### src/design/assert_macros.svh
// Assertion helpers for the design folder
`ifndef ASSERT_MACROS_SVH
`define ASSERT_MACROS_SVH
`ifndef SYNTHESIS
`define ASSERT_CLK(label, clk, rst, prop, msg) \
  label: assert property (@(posedge clk) disable iff (rst) (prop)) else $error(msg);
`define ASSERT_CLK_NR(label, clk, prop, msg) \
  label: assert property (@(posedge clk) (prop)) else $error(msg);
`else
`define ASSERT_CLK(label, clk, rst, prop, msg)
`define ASSERT_CLK_NR(label, clk, prop, msg)
`endif
`endif

### src/design/qnrf_pkg.sv
// ----------------------------------------------------------------------------
// qnrf_pkg
// Shared codes and reset values for the quartic Newton root finder.
// ----------------------------------------------------------------------------
`default_nettype none
package qnrf_pkg;
  localparam logic [1:0] ST_CONVERGED = 2'd0;
  localparam logic [1:0] ST_DERIV_ZERO = 2'd1;
  localparam logic [1:0] ST_LIMIT = 2'd2;

  localparam logic [2:0] REG_C3 = 3'd0;
  localparam logic [2:0] REG_C2 = 3'd1;
  localparam logic [2:0] REG_C1 = 3'd2;
  localparam logic [2:0] REG_C0 = 3'd3;
  localparam logic [2:0] REG_EPS = 3'd4;
  localparam logic [2:0] REG_LIM = 3'd5;

  localparam logic [31:0] RST_C3 = 32'sd13421773;
  localparam logic [31:0] RST_C2 = -32'sd5033165;
  localparam logic [31:0] RST_C1 = -32'sd31876710;
  localparam logic [31:0] RST_C0 = 32'sd6710886;
  localparam logic [30:0] RST_EPS = 31'd1;
  localparam logic [7:0] RST_LIM = 8'd100;
endpackage
`default_nettype wire

### src/design/quartic_newton_root_finder.sv
// ----------------------------------------------------------------------------
// quartic_newton_root_finder
// Newton-Raphson on a monic quartic, one shared multiplier and a radix-2
// divider under a small sequencer.
// ----------------------------------------------------------------------------
// channel   direction  signals
// command   in         start, busy, start_value
// result    out        done, root_value, status, iterations_used
// config    in/out     psel, penable, pwrite, paddr, pwdata, prdata, pready
//
// Steps: each iteration has one set-up state, 5 multiply steps, one derivative
// test, a restoring division of 2*DATA_WIDTH quotient bits (64 at defaults)
// and one update state. The iteration limit resets to 100, and the result
// passes through the done state, which raises done.
// Reset (rst, synchronous) restores the coefficient, tolerance and limit
// reset values and drops any work in flight. The result transfer
// lasts one cycle on done and cannot be held off by the receiver.
// ----------------------------------------------------------------------------
`default_nettype none
module quartic_newton_root_finder #(
  parameter int DATA_WIDTH = 32,
  parameter int FRAC_BITS = 24
) (
  input  wire logic                         clk,
  input  wire logic                         rst,
  input  wire logic                         start,
  output logic                              busy,
  input  wire logic signed [DATA_WIDTH-1:0] start_value,
  output logic                              done,
  output logic signed [DATA_WIDTH-1:0]      root_value,
  output logic [1:0]                        status,
  output logic [7:0]                        iterations_used,
  input  wire logic                         psel,
  input  wire logic                         penable,
  input  wire logic                         pwrite,
  input  wire logic [4:0]                   paddr,
  input  wire logic [31:0]                  pwdata,
  output logic [31:0]                       prdata,
  output logic                              pready
);
  localparam int W = DATA_WIDTH;
  localparam int QW = 2 * W + 1;
  localparam logic signed [W+1:0] VMAXE = {3'b000, {(W-1){1'b1}}};
  localparam logic signed [W+1:0] VMINE = -VMAXE - 1;

  typedef enum logic [3:0] {
    S_IDLE, S_PREP, S_MUL, S_DTEST, S_DIV, S_UPD, S_DONE
  } state_t;

  state_t state;
  logic [31:0] c3, c2, c1, c0;
  logic [30:0] eps;
  logic [7:0] lim, n;
  logic signed [W-1:0] x, acc_p, acc_d, c3x3, c2x2;
  logic [2:0] mstep;
  // divider
  logic [2*W-1:0] dnum;
  logic [W:0] drem;
  logic [QW-1:0] dquo;
  logic [W-1:0] dmag;
  logic dneg;
  logic [$clog2(2*W+1)-1:0] dcnt;

  function automatic logic signed [W-1:0] sat(input logic signed [W+1:0] v);
    if (v > VMAXE) return {1'b0, {(W-1){1'b1}}};
    if (v < VMINE) return {1'b1, {(W-1){1'b0}}};
    return v[W-1:0];
  endfunction

  function automatic logic signed [W-1:0] sadd(input logic signed [W-1:0] a,
                                               input logic signed [W-1:0] b);
    return sat(W'(0) + {{2{a[W-1]}}, a} + {{2{b[W-1]}}, b});
  endfunction

  // shared multiplier: truncated toward zero then saturated
  logic signed [W-1:0] ma, mb, mres;
  logic [2*W-1:0] mprod;
  logic [W-1:0] mam, mbm;
  logic [2*W-1:0] msh;
  always_comb begin
    mam = ma[W-1] ? W'(-ma) : W'(ma);
    mbm = mb[W-1] ? W'(-mb) : W'(mb);
    mprod = {{W{1'b0}}, mam} * {{W{1'b0}}, mbm};
    msh = mprod >> FRAC_BITS;
    if (msh[2*W-1:W-1] != '0 && !(ma[W-1] ^ mb[W-1] && msh == (2*W)'(1) << (W-1)))
      mres = (ma[W-1] ^ mb[W-1]) ? {1'b1, {(W-1){1'b0}}} : {1'b0, {(W-1){1'b1}}};
    else
      mres = (ma[W-1] ^ mb[W-1]) ? W'(-msh[W-1:0]) : msh[W-1:0];
  end

  // operand selection per multiply step
  logic signed [W-1:0] sc3, sc2, sc1, sc0;
  assign sc3 = W'($signed(c3));
  assign sc2 = W'($signed(c2));
  assign sc1 = W'($signed(c1));
  assign sc0 = W'($signed(c0));
  always_comb begin
    mb = x;
    ma = (mstep < 3'd3) ? acc_p : acc_d;
  end

  logic signed [W-1:0] qsat, nx;
  logic signed [W:0] stepv;
  logic [W:0] stepm;
  logic [W-1:0] dpm;
  always_comb begin
    dpm = acc_d[W-1] ? W'(-acc_d) : W'(acc_d);
    if (dquo[QW-1:W-1] != '0 && !(dneg && dquo == QW'(1) << (W-1)))
      qsat = dneg ? {1'b1, {(W-1){1'b0}}} : {1'b0, {(W-1){1'b1}}};
    else
      qsat = dneg ? W'(-dquo[W-1:0]) : dquo[W-1:0];
    nx = sat({{2{x[W-1]}}, x} - {{2{qsat[W-1]}}, qsat});
    stepv = {nx[W-1], nx} - {x[W-1], x};
    stepm = stepv[W] ? (W+1)'(-stepv) : stepv;
  end

  logic [W:0] rtry;
  assign rtry = {drem[W-1:0], dnum[2*W-1]} - {1'b0, dmag};

  assign busy = (state != S_IDLE);
  assign pready = 1'b1;

  always_comb begin
    unique case (paddr[4:2])
      qnrf_pkg::REG_C3: prdata = c3;
      qnrf_pkg::REG_C2: prdata = c2;
      qnrf_pkg::REG_C1: prdata = c1;
      qnrf_pkg::REG_C0: prdata = c0;
      qnrf_pkg::REG_EPS: prdata = {1'b0, eps};
      qnrf_pkg::REG_LIM: prdata = {24'd0, lim};
      default: prdata = '0;
    endcase
  end

  always_ff @(posedge clk) begin
    if (rst) begin
      c3 <= qnrf_pkg::RST_C3; c2 <= qnrf_pkg::RST_C2;
      c1 <= qnrf_pkg::RST_C1; c0 <= qnrf_pkg::RST_C0;
      eps <= qnrf_pkg::RST_EPS; lim <= qnrf_pkg::RST_LIM;
    end else if (psel && penable && pwrite) begin
      unique case (paddr[4:2])
        qnrf_pkg::REG_C3: c3 <= pwdata;
        qnrf_pkg::REG_C2: c2 <= pwdata;
        qnrf_pkg::REG_C1: c1 <= pwdata;
        qnrf_pkg::REG_C0: c0 <= pwdata;
        qnrf_pkg::REG_EPS: eps <= pwdata[30:0];
        qnrf_pkg::REG_LIM: lim <= pwdata[7:0];
        default: ;
      endcase
    end
  end

  always_ff @(posedge clk) begin
    if (rst) begin
      state <= S_IDLE;
      done <= 1'b0;
    end else begin
      done <= 1'b0;
      unique case (state)
        S_IDLE: if (start) begin
          x <= start_value;
          n <= '0;
          c3x3 <= sadd(sadd(sc3, sc3), sc3);
          c2x2 <= sadd(sc2, sc2);
          state <= S_PREP;
        end
        S_PREP: begin
          if (n == lim) begin
            root_value <= '0;
            status <= qnrf_pkg::ST_LIMIT;
            iterations_used <= lim;
            state <= S_DONE;
          end else begin
            n <= n + 8'd1;
            acc_p <= sadd(x, sc3);
            acc_d <= sadd(sadd(sadd(x, x), sadd(x, x)), c3x3);
            mstep <= '0;
            state <= S_MUL;
          end
        end
        S_MUL: begin
          // p takes three products, p' two
          unique case (mstep)
            3'd0: acc_p <= sadd(mres, sc2);
            3'd1: acc_p <= sadd(mres, sc1);
            3'd2: acc_p <= sadd(mres, sc0);
            3'd3: acc_d <= sadd(mres, c2x2);
            default: acc_d <= sadd(mres, sc1);
          endcase
          mstep <= mstep + 3'd1;
          if (mstep == 3'd4) state <= S_DTEST;
        end
        S_DTEST: begin
          if (dpm == '0 || {1'b0, dpm} < (W+1)'(eps)) begin
            root_value <= '0;
            status <= qnrf_pkg::ST_DERIV_ZERO;
            iterations_used <= n;
            state <= S_DONE;
          end else begin
            dnum <= (2*W)'($unsigned(acc_p[W-1] ? -acc_p : acc_p)) << FRAC_BITS;
            dmag <= dpm;
            dneg <= acc_p[W-1] ^ acc_d[W-1];
            drem <= '0;
            dquo <= '0;
            dcnt <= '0;
            state <= S_DIV;
          end
        end
        S_DIV: begin
          // one quotient bit a cycle
          dnum <= dnum << 1;
          if (!rtry[W]) begin
            drem <= rtry;
            dquo <= {dquo[QW-2:0], 1'b1};
          end else begin
            drem <= {drem[W-1:0], dnum[2*W-1]};
            dquo <= {dquo[QW-2:0], 1'b0};
          end
          dcnt <= dcnt + 1'b1;
          if (dcnt == ($bits(dcnt))'(2*W-1)) state <= S_UPD;
        end
        S_UPD: begin
          if (stepm < (W+1)'(eps)) begin
            root_value <= nx;
            status <= qnrf_pkg::ST_CONVERGED;
            iterations_used <= n;
            state <= S_DONE;
          end else begin
            x <= nx;
            state <= S_PREP;
          end
        end
        S_DONE: begin
          done <= 1'b1;
          state <= S_IDLE;
        end
        default: state <= S_IDLE;
      endcase
    end
  end

`include "assert_macros.svh"
  `ASSERT_CLK(a_done_idle, clk, rst, done |-> state == S_IDLE, "done outside idle")
  `ASSERT_CLK(a_start_busy, clk, rst, (start && !busy) |=> busy, "start not taken")
  `ASSERT_CLK(a_iter_lim, clk, rst, done |-> iterations_used <= lim, "iterations over limit")
  `ASSERT_CLK(a_fail_zero, clk, rst, (done && status != qnrf_pkg::ST_CONVERGED) |-> root_value == '0,
              "failure root not zero")
endmodule
`default_nettype wire
### config.mk
export PLATFORM = sky130hd
export DESIGN_NAME = quartic_newton_root_finder
export DESIGN_NICKNAME = d
export VERILOG_FILES = /design/src/design/qnrf_pkg.sv /design/src/design/quartic_newton_root_finder.sv
export VERILOG_INCLUDE_DIRS = /design/src /design/src/design
export SDC_FILE = /design/constraint.sdc
export NUM_CORES = 2
export LEC_CHECK = 0
export ABC_AREA = 1
export BUFFER_PORTS_ARGS = -buffer_cell sky130_fd_sc_hd__buf_4
export CORE_ASPECT_RATIO = 1.1
export CORE_MARGIN = 1
export CORE_UTILIZATION = 25
export DETAILED_ROUTE_END_ITERATION = 7
export PLACE_DENSITY = 0.41
export SYNTH_ARGS = -nofsm -noshare
export SYNTH_HDL_FRONTEND = slang
export SYNTH_SLANG_ARGS = --single-unit
export TNS_END_PERCENT = 50
### constraint.sdc
create_clock -name clk -period 16.65 [get_ports clk]
set_clock_uncertainty 0.15 [all_clocks]
set_input_delay 3.33 -clock clk [delete_from_list [all_inputs] [get_ports clk]]
set_output_delay 3.33 -clock clk [all_outputs]
set_load 0.01 [all_outputs]
==> impl_metrics.tcl <==
set metrics [dict create \
    synth-seq-cells 561 \
    gp_congestion 0.970 \
    min_path_type "reg2reg" \
    syn2layout_area_growth_pct 12.0 \
    placed_cells 15600 \
    stdcell_count 15700 \
    start_util 0.252 \
    grt_pass1_vias 76900 \
    synthXorXnorAreaFrac 0.0457 \
    dr_total_vias 75700 \
    ys_warn_count 0 \
    grt_usage 0.224 \
    ys.flop_type "edfxtp_1" \
    regMostFlops "dquo" \
    relSlewSlack 0.173 \
    cp_slowest_cell "inv_1" \
    rr_worst_depth 77 \
    worstPathRequired_ns 16.89 \
    crit_fanout 29 \
    synth-simple-area-share 0.221 \
    synth-edff-count 390 \
    synth_area_leaders "fa_1 (22%), edfxtp_1 (14%), nand2_1 (11%)" \
    grt_antenna_before_repair 16 \
    rows 220 \
    dieWidth_um 550 \
    clkLatencyLatePin_ns 0.72 \
    clockRootBuffer "clkbuf_16" \
    synth-compound-area-share 0.123 \
    syn_area_per_cell_um2 7.38 \
    die_h_um 604 \
    r2r_slack_ns 0.70 \
    finalWorstSetupSlack_ns 0.703 \
    ys_seq_area_frac 0.184 \
    finalCritPeriodShare 0.958 \
    most-common-layout-cells "nand2_1 (2383), inv_1 (1890), nor2_1 (1363)" \
    cts_tree "yes" \
    r2r-end "acc_p[21]" \
    postRouteAntennaNets 0 \
    grt_max_degree 88 \
    slew_violations 0 \
    ios 152 \
    r2r-start "mstep[0]" \
    wl_per_cell_um 23.8 \
    hpwl_mm 315 \
    critPathCaptureType "register" \
    vias_per_cell 4.82 \
    final_common_cell "nand2_1" \
    top_regs "dquo (65), dnum (40)" \
    crit_end "acc_p[21]" \
    critical_path.startpoint "mstep[0]" \
    start_kind "register" \
    cts_made_buffers 67 \
    drive_gt1_frac 0.0624 \
    largest_reg_flops 65 \
    htree_levels 3 \
    synth.distinct_cells 70 \
    setup-tns-final_ns 0 \
    synth_top_family_by_area "adder cells" \
    core-area_um2 327000 \
    synthCells 11200 \
    drt-total-wl_mm 374 \
    dp_slack_ns 0.647 \
    drc_errors 0 \
    slowest_delay_ns 0.67 \
    status "finished, final reports clean" \
    max_cap_viol_count 0 \
    fmax_ghz 0.0627 \
    rsz0062_at_grt "no" \
    synth_nets 12800 \
    hold_violations 0 \
    holdBufCountCts 0 \
    portBuffers 148 \
    nets 12900 \
    syn_area_um2 82500 \
    async_flop_share 0 \
    cts_max_path_buffers 3 \
    cts.sinks 561 \
    clkTransAtPathRegs_ns 0.07 \
    yosys-mux-area-fraction 0 \
    layout_min_cycle_time_ns 15.95 \
    whs_ns 0.332 \
    yosysTopAreaCell "fa_1" \
    grt-ovfl-total 0 \
    crit_top_cell "nand2_1" \
    dieArea_um2 332000 \
    setup_viol 0 \
    drt_iter0_drc 5380 \
    grt_pass1_wl_mm 539 \
    critical_path_class "reg2reg" \
    drtPass1Iterations 5 \
    synth-adder-area-share 0.319 \
    worst_pin_slew_ns 1.24 \
    arrival_ns 16.19 \
    synth_top_area_share 0.220 \
]
[kinds of logic after synthesis]
group / Yosys count
and+or+nand+nor: 4488
buffers and inverters: 2314
AOI/OAI and AO/OA: 1828
adders and majority gates: 1559
DFF: 561
xor gates and xnor gates: 429
other: 1
[synthesized netlist by cell type, drive strengths merged, types with 3 or more instances]
library cell / instances
nor2: 1392
a211oi: 20
o221ai: 13
o21bai: 20
fa: 905
o21ai: 710
buf: 84
a21o: 29
a22oi: 9
xnor2: 131
nand4: 76
ha: 654
nor4: 59
o211a: 3
o2111ai: 8
o31ai: 10
nor3: 117
edfxtp: 390
xor2: 298
nand2: 2408
nand3: 356
clkinv: 16
nor3b: 5
clkbuf: 299
a21boi: 27
o311ai: 4
o22ai: 11
inv: 1915
nand3b: 34
a221oi: 35
o211ai: 76
a31oi: 45
o21a: 59
or2: 35
dfxtp: 171
a21oi: 739
[critical path: cells and delay by family (launching register included)]
family	cells	cell delay [ns]
fa+ha+maj	10	5.09
xor+xnor	1	0.19
compound gates	8	2.10
flops	1	0.50
simple gates	34	4.03
buf+inv	24	3.51
[layout make-up]
type | instances | area, um2
diodes | 15 | 37.5
multi-input cells | 8305 | 58800
flip-flops and latches | 561 | 15100
fillers | 36500 | 235000
inverters | 1931 | 7270
clock buffers | 80 | 1830
clock inverters | 44 | 509
well taps | 4329 | 5420
repair buffers | 437 | 3360
[layer usage]
metal / track usage / up-vias / wire [um]
li1: - / 35800 / -
met1: 0.282 / 37500 / 159000
met4: 0.103 / 2 / 19800
met2: 0.387 / 1952 / 181000
met3: 0.0181 / 478 / 15100
met5: 0 / - / 17
[through the flow]
| step | cell area (um2) | utilization |
|---|---|---|
| floorplan | 82500 | - |
| global placement | 89900 | 0.275 |
| detailed placement | 89900 | 0.275 |
| CTS | 92200 | 0.282 |
| global route | 92300 | 0.282 |
| finish | 92300 | 0.282 |
[what timing repair did]
action                                  in CTS  in global routing
endpoints found under the setup margin       0                 30
gates resized for setup                      0                  6
endpoints found under the hold margin        0                  0
setup buffers                                0                  7
[worst min path at each step]
stage / start / end / slack, ns / depth (start not counted)
finish: eps[29] / eps[29] / 0.33 / 2
global route: eps[29] / eps[29] / 0.34 / 2
CTS: eps[29] / eps[29] / 0.32 / 2
detailed placement: eps[29] / eps[29] / 0.31 / 2
global placement: eps[29] / eps[29] / 0.30 / 2
floorplan: c2[15] / c2[15] / 0.31 / 2
Power is not shown: default switching activity piles up to over one toggle a cycle in this logic, so the estimate is an artifact.
